[config.mk]
export PLATFORM = sky130hd
export DESIGN_NAME = decremental_pacing_block_detector
export DESIGN_NICKNAME = d
export VERILOG_FILES = /design/src/sv/dpbd_pkg.sv /design/src/sv/decremental_pacing_block_detector.sv /design/src/sv/dpbd_regs.sv /design/src/sv/dpbd_core.sv
export SDC_FILE = /design/constraint.sdc
export NUM_CORES = 1
export LEC_CHECK = 0
export BUFFER_PORTS_ARGS = -buffer_cell sky130_fd_sc_hd__buf_2
export CELL_PAD_IN_SITES_DETAIL_PLACEMENT = 1
export CELL_PAD_IN_SITES_GLOBAL_PLACEMENT = 1
export CORE_MARGIN = 3
export CORE_UTILIZATION = 49
export DETAILED_ROUTE_END_ITERATION = 12
export PLACE_DENSITY = 0.78
export RECOVER_POWER = 50
export SYNTH_ARGS = -nofsm -noshare
export SYNTH_HDL_FRONTEND = slang
export SYNTH_SLANG_ARGS = --single-unit
[constraint.sdc]
create_clock -name clk -period 25.7 [get_ports clk]
set_input_delay 5.14 -clock clk [delete_from_list [all_inputs] [get_ports clk]]
set_output_delay 5.14 -clock clk [all_outputs]
set_load 0.03 [all_outputs]
[src/sv/dpbd_pkg.sv]
// Package for the decremental pacing block detector.
// Register map, reset values, beat layouts and the config struct; no dependencies.
`default_nettype none
package dpbd_pkg;

	localparam int TIME_BITS_DEF = 32;

	localparam int REG_W    = 32;
	localparam int VOLT_W   = 16;
	localparam int LEN_W    = 16;
	localparam int STIME_W  = 32;
	localparam int ADDR_W   = 5;
	localparam int IDX_W    = 3;

	localparam int IN_TDATA_W  = 80;
	localparam int OUT_TDATA_W = 40;
	localparam int OUT_USED_W  = 35;

	// send tolerance is step_length / TOL_SCALE
	localparam int TOL_SCALE = 100;
	localparam int TOL_LIMIT = 655;
	localparam int DIST_W    = 10;
	localparam int PROD_W    = 17;

	localparam logic [IDX_W-1:0] REG_START_PERIOD = 3'd0;
	localparam logic [IDX_W-1:0] REG_FAST_DEC     = 3'd1;
	localparam logic [IDX_W-1:0] REG_SWITCH       = 3'd2;
	localparam logic [IDX_W-1:0] REG_SLOW_DEC     = 3'd3;
	localparam logic [IDX_W-1:0] REG_THRESH       = 3'd4;
	localparam logic [IDX_W-1:0] REG_START_TIME   = 3'd5;

	localparam logic [REG_W-1:0]         RST_START_PERIOD = 32'd1000;
	localparam logic [REG_W-1:0]         RST_FAST_DEC     = 32'd50;
	localparam logic [REG_W-1:0]         RST_SWITCH       = 32'd500;
	localparam logic [REG_W-1:0]         RST_SLOW_DEC     = 32'd10;
	localparam logic signed [VOLT_W-1:0] RST_THRESH       = 16'sd0;
	localparam logic [REG_W-1:0]         RST_START_TIME   = 32'd0;

	typedef struct packed {
		logic [REG_W-1:0]         start_period;
		logic [REG_W-1:0]         fast_decrement;
		logic [REG_W-1:0]         switch_period;
		logic [REG_W-1:0]         slow_decrement;
		logic signed [VOLT_W-1:0] crossing_threshold;
		logic [REG_W-1:0]         start_time;
		logic                     load_period;
		logic                     load_send_time;
	} cfg_t;

endpackage
`default_nettype wire

[src/sv/decremental_pacing_block_detector.sv]
// Pacing timer with a shrinking period. Every input beat is one simulation step and
// yields exactly one output beat via the input then output register; a new beat is
// accepted every cycle unless the output stalls, the only loop being the timer
// state updated at the same edge that loads the output register. The send test,
// growth test and period decrement are compares, adds, subtractions and a multiply.
// Writing start_period reloads the running period; writing start_time reloads the
// last send time. Configure only while no step is in flight.
`default_nettype none
module decremental_pacing_block_detector #(
	parameter int TIME_BITS = dpbd_pkg::TIME_BITS_DEF
) (
	input  wire logic                                 clk,
	input  wire logic                                 arst_n,
	input  wire logic                                 psel,
	input  wire logic                                 penable,
	input  wire logic                                 pwrite,
	input  wire logic [dpbd_pkg::ADDR_W-1:0]          paddr,
	input  wire logic [dpbd_pkg::REG_W-1:0]           pwdata,
	output logic      [dpbd_pkg::REG_W-1:0]           prdata,
	output logic                                      pready,
	input  wire logic                                 s_tvalid,
	output logic                                      s_tready,
	// prev_voltage, voltage, step_time, step_length
	input  wire logic [dpbd_pkg::IN_TDATA_W-1:0]      s_tdata,
	output logic                                      m_tvalid,
	input  wire logic                                 m_tready,
	// stimulate, stop, crossed, period, zero pad
	output logic      [dpbd_pkg::OUT_TDATA_W-1:0]     m_tdata
);

	dpbd_pkg::cfg_t cfg;

	logic                               valid_s1, out_free, advance;
	logic signed [dpbd_pkg::VOLT_W-1:0] prev_voltage_s1, voltage_s1;
	logic [dpbd_pkg::STIME_W-1:0]       step_time_s1;
	logic [dpbd_pkg::LEN_W-1:0]         step_length_s1;
	logic                               stimulate, stop, crossed;
	logic [dpbd_pkg::REG_W-1:0]         period;
	logic                               out_valid_q;
	logic [dpbd_pkg::OUT_USED_W-1:0]    out_data_q;

	dpbd_regs u_regs (
		.clk     (clk),
		.arst_n  (arst_n),
		.psel    (psel),
		.penable (penable),
		.pwrite  (pwrite),
		.paddr   (paddr),
		.pwdata  (pwdata),
		.prdata  (prdata),
		.pready  (pready),
		.cfg     (cfg)
	);

	assign out_free = !out_valid_q || m_tready;
	assign advance  = valid_s1 && out_free;
	assign s_tready = !valid_s1 || out_free;

	always_ff @(posedge clk or negedge arst_n) begin
		if (!arst_n) begin
			valid_s1 <= 1'b0;
		end else if (s_tready) begin
			valid_s1 <= s_tvalid;
		end
	end

	always_ff @(posedge clk) begin
		if (s_tvalid && s_tready) begin
			prev_voltage_s1 <= s_tdata[15:0];
			voltage_s1      <= s_tdata[31:16];
			step_time_s1    <= s_tdata[63:32];
			step_length_s1  <= s_tdata[79:64];
		end
	end

	dpbd_core #(
		.TIME_BITS (TIME_BITS)
	) u_core (
		.clk          (clk),
		.arst_n       (arst_n),
		.cfg          (cfg),
		.load_value   (pwdata),
		.fire         (advance),
		.prev_voltage (prev_voltage_s1),
		.voltage      (voltage_s1),
		.step_time    (step_time_s1),
		.step_length  (step_length_s1),
		.stimulate    (stimulate),
		.stop         (stop),
		.crossed      (crossed),
		.period       (period)
	);

	always_ff @(posedge clk or negedge arst_n) begin
		if (!arst_n) begin
			out_valid_q <= 1'b0;
		end else if (advance) begin
			out_valid_q <= 1'b1;
		end else if (m_tready) begin
			out_valid_q <= 1'b0;
		end
	end

	always_ff @(posedge clk) begin
		if (advance) begin
			out_data_q <= {period, crossed, stop, stimulate};
		end
	end

	assign m_tvalid = out_valid_q;
	assign m_tdata  = dpbd_pkg::OUT_TDATA_W'(out_data_q);

endmodule
`default_nettype wire

[src/sv/dpbd_regs.sv]
// Configuration register file with APB-style access.
// Uses dpbd_pkg for the register map and cfg_t.
`default_nettype none
module dpbd_regs (
	input  wire logic                         clk,
	input  wire logic                         arst_n,
	input  wire logic                         psel,
	input  wire logic                         penable,
	input  wire logic                         pwrite,
	input  wire logic [dpbd_pkg::ADDR_W-1:0]  paddr,
	input  wire logic [dpbd_pkg::REG_W-1:0]   pwdata,
	output logic      [dpbd_pkg::REG_W-1:0]   prdata,
	output logic                              pready,
	output dpbd_pkg::cfg_t                    cfg
);

	logic [dpbd_pkg::REG_W-1:0]         start_period_q, fast_dec_q, switch_q, slow_dec_q;
	logic [dpbd_pkg::REG_W-1:0]         start_time_q;
	logic signed [dpbd_pkg::VOLT_W-1:0] thresh_q;
	logic [dpbd_pkg::IDX_W-1:0]         idx;
	logic                               wr;

	assign pready = 1'b1;
	assign idx    = paddr[dpbd_pkg::ADDR_W-1:2];
	assign wr     = psel && penable && pwrite && pready;

	always_ff @(posedge clk or negedge arst_n) begin
		if (!arst_n) begin
			start_period_q <= dpbd_pkg::RST_START_PERIOD;
			fast_dec_q     <= dpbd_pkg::RST_FAST_DEC;
			switch_q       <= dpbd_pkg::RST_SWITCH;
			slow_dec_q     <= dpbd_pkg::RST_SLOW_DEC;
			thresh_q       <= dpbd_pkg::RST_THRESH;
			start_time_q   <= dpbd_pkg::RST_START_TIME;
		end else if (wr) begin
			case (idx)
				dpbd_pkg::REG_START_PERIOD: start_period_q <= pwdata;
				dpbd_pkg::REG_FAST_DEC:     fast_dec_q     <= pwdata;
				dpbd_pkg::REG_SWITCH:       switch_q       <= pwdata;
				dpbd_pkg::REG_SLOW_DEC:     slow_dec_q     <= pwdata;
				dpbd_pkg::REG_THRESH:       thresh_q       <= pwdata[dpbd_pkg::VOLT_W-1:0];
				dpbd_pkg::REG_START_TIME:   start_time_q   <= pwdata;
				default: ;
			endcase
		end
	end

	always_comb begin
		case (idx)
			dpbd_pkg::REG_START_PERIOD: prdata = start_period_q;
			dpbd_pkg::REG_FAST_DEC:     prdata = fast_dec_q;
			dpbd_pkg::REG_SWITCH:       prdata = switch_q;
			dpbd_pkg::REG_SLOW_DEC:     prdata = slow_dec_q;
			dpbd_pkg::REG_THRESH:       prdata = dpbd_pkg::REG_W'(thresh_q);
			dpbd_pkg::REG_START_TIME:   prdata = start_time_q;
			default:                    prdata = '0;
		endcase
	end

	always_comb begin
		cfg.start_period       = start_period_q;
		cfg.fast_decrement     = fast_dec_q;
		cfg.switch_period      = switch_q;
		cfg.slow_decrement     = slow_dec_q;
		cfg.crossing_threshold = thresh_q;
		cfg.start_time         = start_time_q;
		// new register value rides on pwdata in the write cycle
		cfg.load_period        = wr && (idx == dpbd_pkg::REG_START_PERIOD);
		cfg.load_send_time     = wr && (idx == dpbd_pkg::REG_START_TIME);
	end

endmodule
`default_nettype wire

[src/sv/dpbd_core.sv]
// Per-step pacing logic and timer state: crossing detect, growth stop, send decision.
// Uses dpbd_pkg; driven from the input register of the top level.
`default_nettype none
module dpbd_core #(
	parameter int TIME_BITS = dpbd_pkg::TIME_BITS_DEF
) (
	input  wire logic                                clk,
	input  wire logic                                arst_n,
	input  wire dpbd_pkg::cfg_t                      cfg,
	input  wire logic [dpbd_pkg::REG_W-1:0]          load_value,
	input  wire logic                                fire,
	input  wire logic signed [dpbd_pkg::VOLT_W-1:0]  prev_voltage,
	input  wire logic signed [dpbd_pkg::VOLT_W-1:0]  voltage,
	input  wire logic [dpbd_pkg::STIME_W-1:0]        step_time,
	input  wire logic [dpbd_pkg::LEN_W-1:0]          step_length,
	output logic                                     stimulate,
	output logic                                     stop,
	output logic                                     crossed,
	output logic [dpbd_pkg::REG_W-1:0]               period
);

	localparam int SUM_W = ((TIME_BITS > dpbd_pkg::REG_W) ? TIME_BITS : dpbd_pkg::REG_W) + 1;

	logic [TIME_BITS-1:0]       last_send_q, recv_new_q, recv_mid_q, t;
	logic [dpbd_pkg::REG_W-1:0] period_q, dec, period_next;
	logic [1:0]                 count_q;
	logic [TIME_BITS-1:0]       ivl_new, ivl_old, ivl_diff;
	logic                       grew;
	logic [SUM_W-1:0]           due_at, t_ext, gap;
	logic [dpbd_pkg::PROD_W-1:0] tol_prod;
	logic                       due;

	assign t = TIME_BITS'(step_time);

	assign crossed = (prev_voltage < cfg.crossing_threshold)
		&& (voltage >= cfg.crossing_threshold);

	assign ivl_new  = t - recv_new_q;
	assign ivl_old  = recv_new_q - recv_mid_q;
	assign ivl_diff = ivl_new - ivl_old;
	assign grew     = (ivl_new > ivl_old) && (ivl_diff > (ivl_old >> 1));
	assign stop     = crossed && count_q[1] && grew;

	// 100*t + len > 100*(last_send + period), exact
	assign due_at   = SUM_W'(last_send_q) + SUM_W'(period_q);
	assign t_ext    = SUM_W'(t);
	assign gap      = due_at - t_ext;
	assign tol_prod = dpbd_pkg::PROD_W'(gap[dpbd_pkg::DIST_W-1:0])
		* dpbd_pkg::PROD_W'(dpbd_pkg::TOL_SCALE);
	assign due = (t_ext > due_at)
		|| ((gap <= SUM_W'(dpbd_pkg::TOL_LIMIT))
			&& (dpbd_pkg::PROD_W'(step_length) > tol_prod));

	assign stimulate   = !stop && due;
	assign dec         = (period_q > cfg.switch_period) ? cfg.fast_decrement
		: cfg.slow_decrement;
	assign period_next = (period_q > dec) ? (period_q - dec) : '0;
	assign period      = stimulate ? period_next : period_q;

	always_ff @(posedge clk or negedge arst_n) begin
		if (!arst_n) begin
			last_send_q <= TIME_BITS'(dpbd_pkg::RST_START_TIME);
			period_q    <= dpbd_pkg::RST_START_PERIOD;
			count_q     <= '0;
			recv_new_q  <= '0;
			recv_mid_q  <= '0;
		end else begin
			if (cfg.load_period) begin
				period_q <= load_value;
			end else if (fire && stimulate) begin
				period_q <= period_next;
			end
			if (cfg.load_send_time) begin
				last_send_q <= TIME_BITS'(load_value);
			end else if (fire && stimulate) begin
				last_send_q <= t;
			end
			if (fire && crossed) begin
				recv_mid_q <= recv_new_q;
				recv_new_q <= t;
				if (count_q != 2'd3) begin
					count_q <= count_q + 2'd1;
				end
			end
		end
	end

endmodule
`default_nettype wire

==> results.md <==
- Status: finished, violations left
- Failing checks: max-capacitance violations, max-slew violations
- Clk_lat worst skew: between 600 and 700 ps
- Total number of vias: 25090
- Row cnt: 89
- Post-CTS setup buffers: 0
- Vias per cell: 6.046
- GRT Resource Usage Total: between 20 and 30%
- Placed inst area: ~32000 um2
- WP data required: roughly 20000 ps
- Worst hold-check path type: reg -> reg
- Clock-pin slew on the worst setup and hold paths: 60 ps
- Setup Viol. Count Final: 0
- EDFF count, synth: around 120
- Layout cells sized above 1: 11.70%
- CP Cell Sequence: clkbuf_1 > nor3b_1 > clkbuf_1 > nand2_1 > nand4_1 > buf_2
- Final period util: 51.25%
- Compound-Gate Fraction of Synth Area: between 15 and 20%
- Slew @ Worst Pin: ~4900 ps
- Max stage delay on crit path: 820 ps
- Io pins: slightly below 200
- CP dominant cell by count: clkbuf_1
- CTS sink count: between 400 and 500
- Clk buf depth: 3
- Worst clock skew: around 48 ps
- CTS Buf Count: 50
- Setup TNS: 0 ps
- Post-synthesis xor/xnor area fraction: around 4.6%
- Slew Viols, Final: 343
- Largest family of logic cells by synthesized area: compound AO/OA/AOI/OAI gates
- Pre-antenna DRT Iters: 5
- RSZ-0062 raised after global routing: no
- Fin nets: approximately 3800
- R2R Path Start: u_core.period_q[1]
- Top reg by flops: out_data_q
- Final Wtd Congestion: 0.8785
- Max reg flops: 35
- Core footprint: 59690 um2
- Hold buffer count at cts: 0
- Mux cell area share after synthesis: under 10%
- Area growth from synthesis to layout: 11.27%
- Fmax: ~76 MHz
- Part of the Yosys area used for sequential elements: 37.50%
- Drt drc: 0
- Crit path buffers/inverters: 3
- Commonest cells after routing, fill and taps aside: nand2_1, ha_1, dfrtp_1
- CTS tree: done
- # placed instances: about 4100
- Die H: 252.8 um
- H-tree levels: 2
- Synth Area in Adders: 14.91%
- Asr flop ratio synth: between 70% and 80%
- Syn_area_per_cell: approximately 9.4 um2
- Global-route wire length before repair: 148200 um
- Antenna-violating nets left: 0
- Pin count of the biggest net entering global routing: between 80 and 90
- Vias in the first global route: around 27000
- Synth top area share: a little under a quarter
- Hold wc startpoint: u_regs.start_period_q[6]
- Fin cells: 4150
- Die area: around 64000 um2
- Commonest non-fill, non-tap cell in the layout: nand2_1
- Critical path peak fanout: 17
- WS Path Type: in -> out
- CP Launch Type: primary input
- Cell taking the most area after synthesis: dfrtp_1
- Width of the die: about 250 um
- Root Driver: clkbuf_16
- Antenna violations before repair: 3
- Rel. slew slack: -224.4%
- Initial core utilization: 50.00%
- Synthesized instance count: approximately 3200
- Ys flop type: dfrtp_1
- Hold Fails Final Rpt: 0
- Cell area after synthesis: around 30000 um2
- Max_cap viols: 5
- Detailed Route WL: approximately 94000 um
- Total gr overflow: 0
- Starting DRT DRC Count: 1637
- Final min period: roughly 13000 ps
- Critical Path Slowest Stage Cell: clkbuf_1
- CP Launch Point: paddr[4]
- Worst EP arrival: 8030 ps
- Post-CTS sizing: 0
- PortBufs: 190
- CP delay by family, top: simple AND/OR/NAND/NOR gates
- Simple-Gate Fraction of Synth Area: around 13%
- Synth top area cells: dfrtp_1, ha_1, edfxtp_1
- Crit. End Element: primary output
- Design Area, Final: approximately 33000 um2
- Mean routed wirelength per cell: ~23 um
- Synthesis-stage register bit count: between 400 and 500
- HPWL after detailed placement: between 70000 and 80000 um
- Warnings from Yosys: 0
- Synth cell types: 80
-- cell usage after synthesis, types with 11 or more instances --
master	count
fa_1	11
mux2i_1	96
a211oi_1	21
o21bai_1	21
nor2_1	152
o31ai_1	11
and3_1	17
ha_1	338
xor2_1	51
nand3_1	62
mux2_1	31
edfxtp_1	115
nor3_1	45
dfrtp_1	285
nand2_1	400
buf_4	11
nand4_1	56
clkbuf_1	82
dfstp_2	23
inv_1	224
a22oi_1	79
nor2b_1	35
xnor2_1	105
o21ai_0	190
a21oi_1	171
and2_1	15
a21o_1	109
o21a_1	35
a31oi_1	21
o21ai_1	70
nand2b_1	38
mux2_2	75
-- path summary, 6_finish.rpt --
kind,end,slack [ps],cells after the start
worst max-delay path,prdata[18],12530,6
worst min register to register,u_regs.start_period_q[6],470,2
max in group asynchronous,u_regs.start_time_q[12],13750,3
worst max register to register,u_core.period_q[24],14690,34
worst min-delay path,u_regs.start_period_q[6],470,2
min in group asynchronous,u_core.last_send_q[31],6180,1
-- cells by family (layout without fill, tap and decap cells) --
family,Yosys count,in the layout
simple gates,873,873
compound gates,835,835
flops,423,423
fa+ha+maj,349,349
buf+inv,330,532
mux,202,202
xor+xnor,156,156
other cells,2,7
-- through the flow --
stage,hold slack [ps],setup WS [ps],util [%]
final,469.2,12530,55.63
after global routing,494.5,12410,55.63
after CTS,471.9,13530,55.75
after detailed placement,461.3,13630,52.87
after global placement,447.2,13610,52.87
after floorplan,439.4,13910,-
-- area by class of cell --
class	count	area, um2
sequential	423	11190
fill	6747	26480
inverter	224	840.8
antenna	1	2.502
clock buffer	63	1390
timing repair buffer	215	1089
clock inverter	30	332.8
tap	773	967.2
multi-input combinational	2421	17390
-- worst register-to-register path, delay by kind of cell, from the launching register on --
| kind | cells | cell delay, ps |
|---|---|---|
| AOI/OAI and AO/OA | 12 | 3880 |
| adders and majority gates | 7 | 2310 |
| and+or+nand+nor | 9 | 2100 |
| buffers and inverters | 3 | 1190 |
| DFF | 1 | 510 |
| muxes | 1 | 450 |
| xor gates and xnor gates | 2 | 400 |
-- layer usage --
metal / track usage, % / vias up / share of wire (%)
met5: 0 / - / 0.022
met4: 9.227 / 4 / 2.9
met2: 51.08 / 607 / 49
li1: - / 11730 / -
met3: 4.304 / 156 / 4.9
met1: 37.77 / 12590 / 43
Power is left out: the tool's default activity adds up to more than one toggle a clock period on the data nets, which glitch-free logic cannot reach.
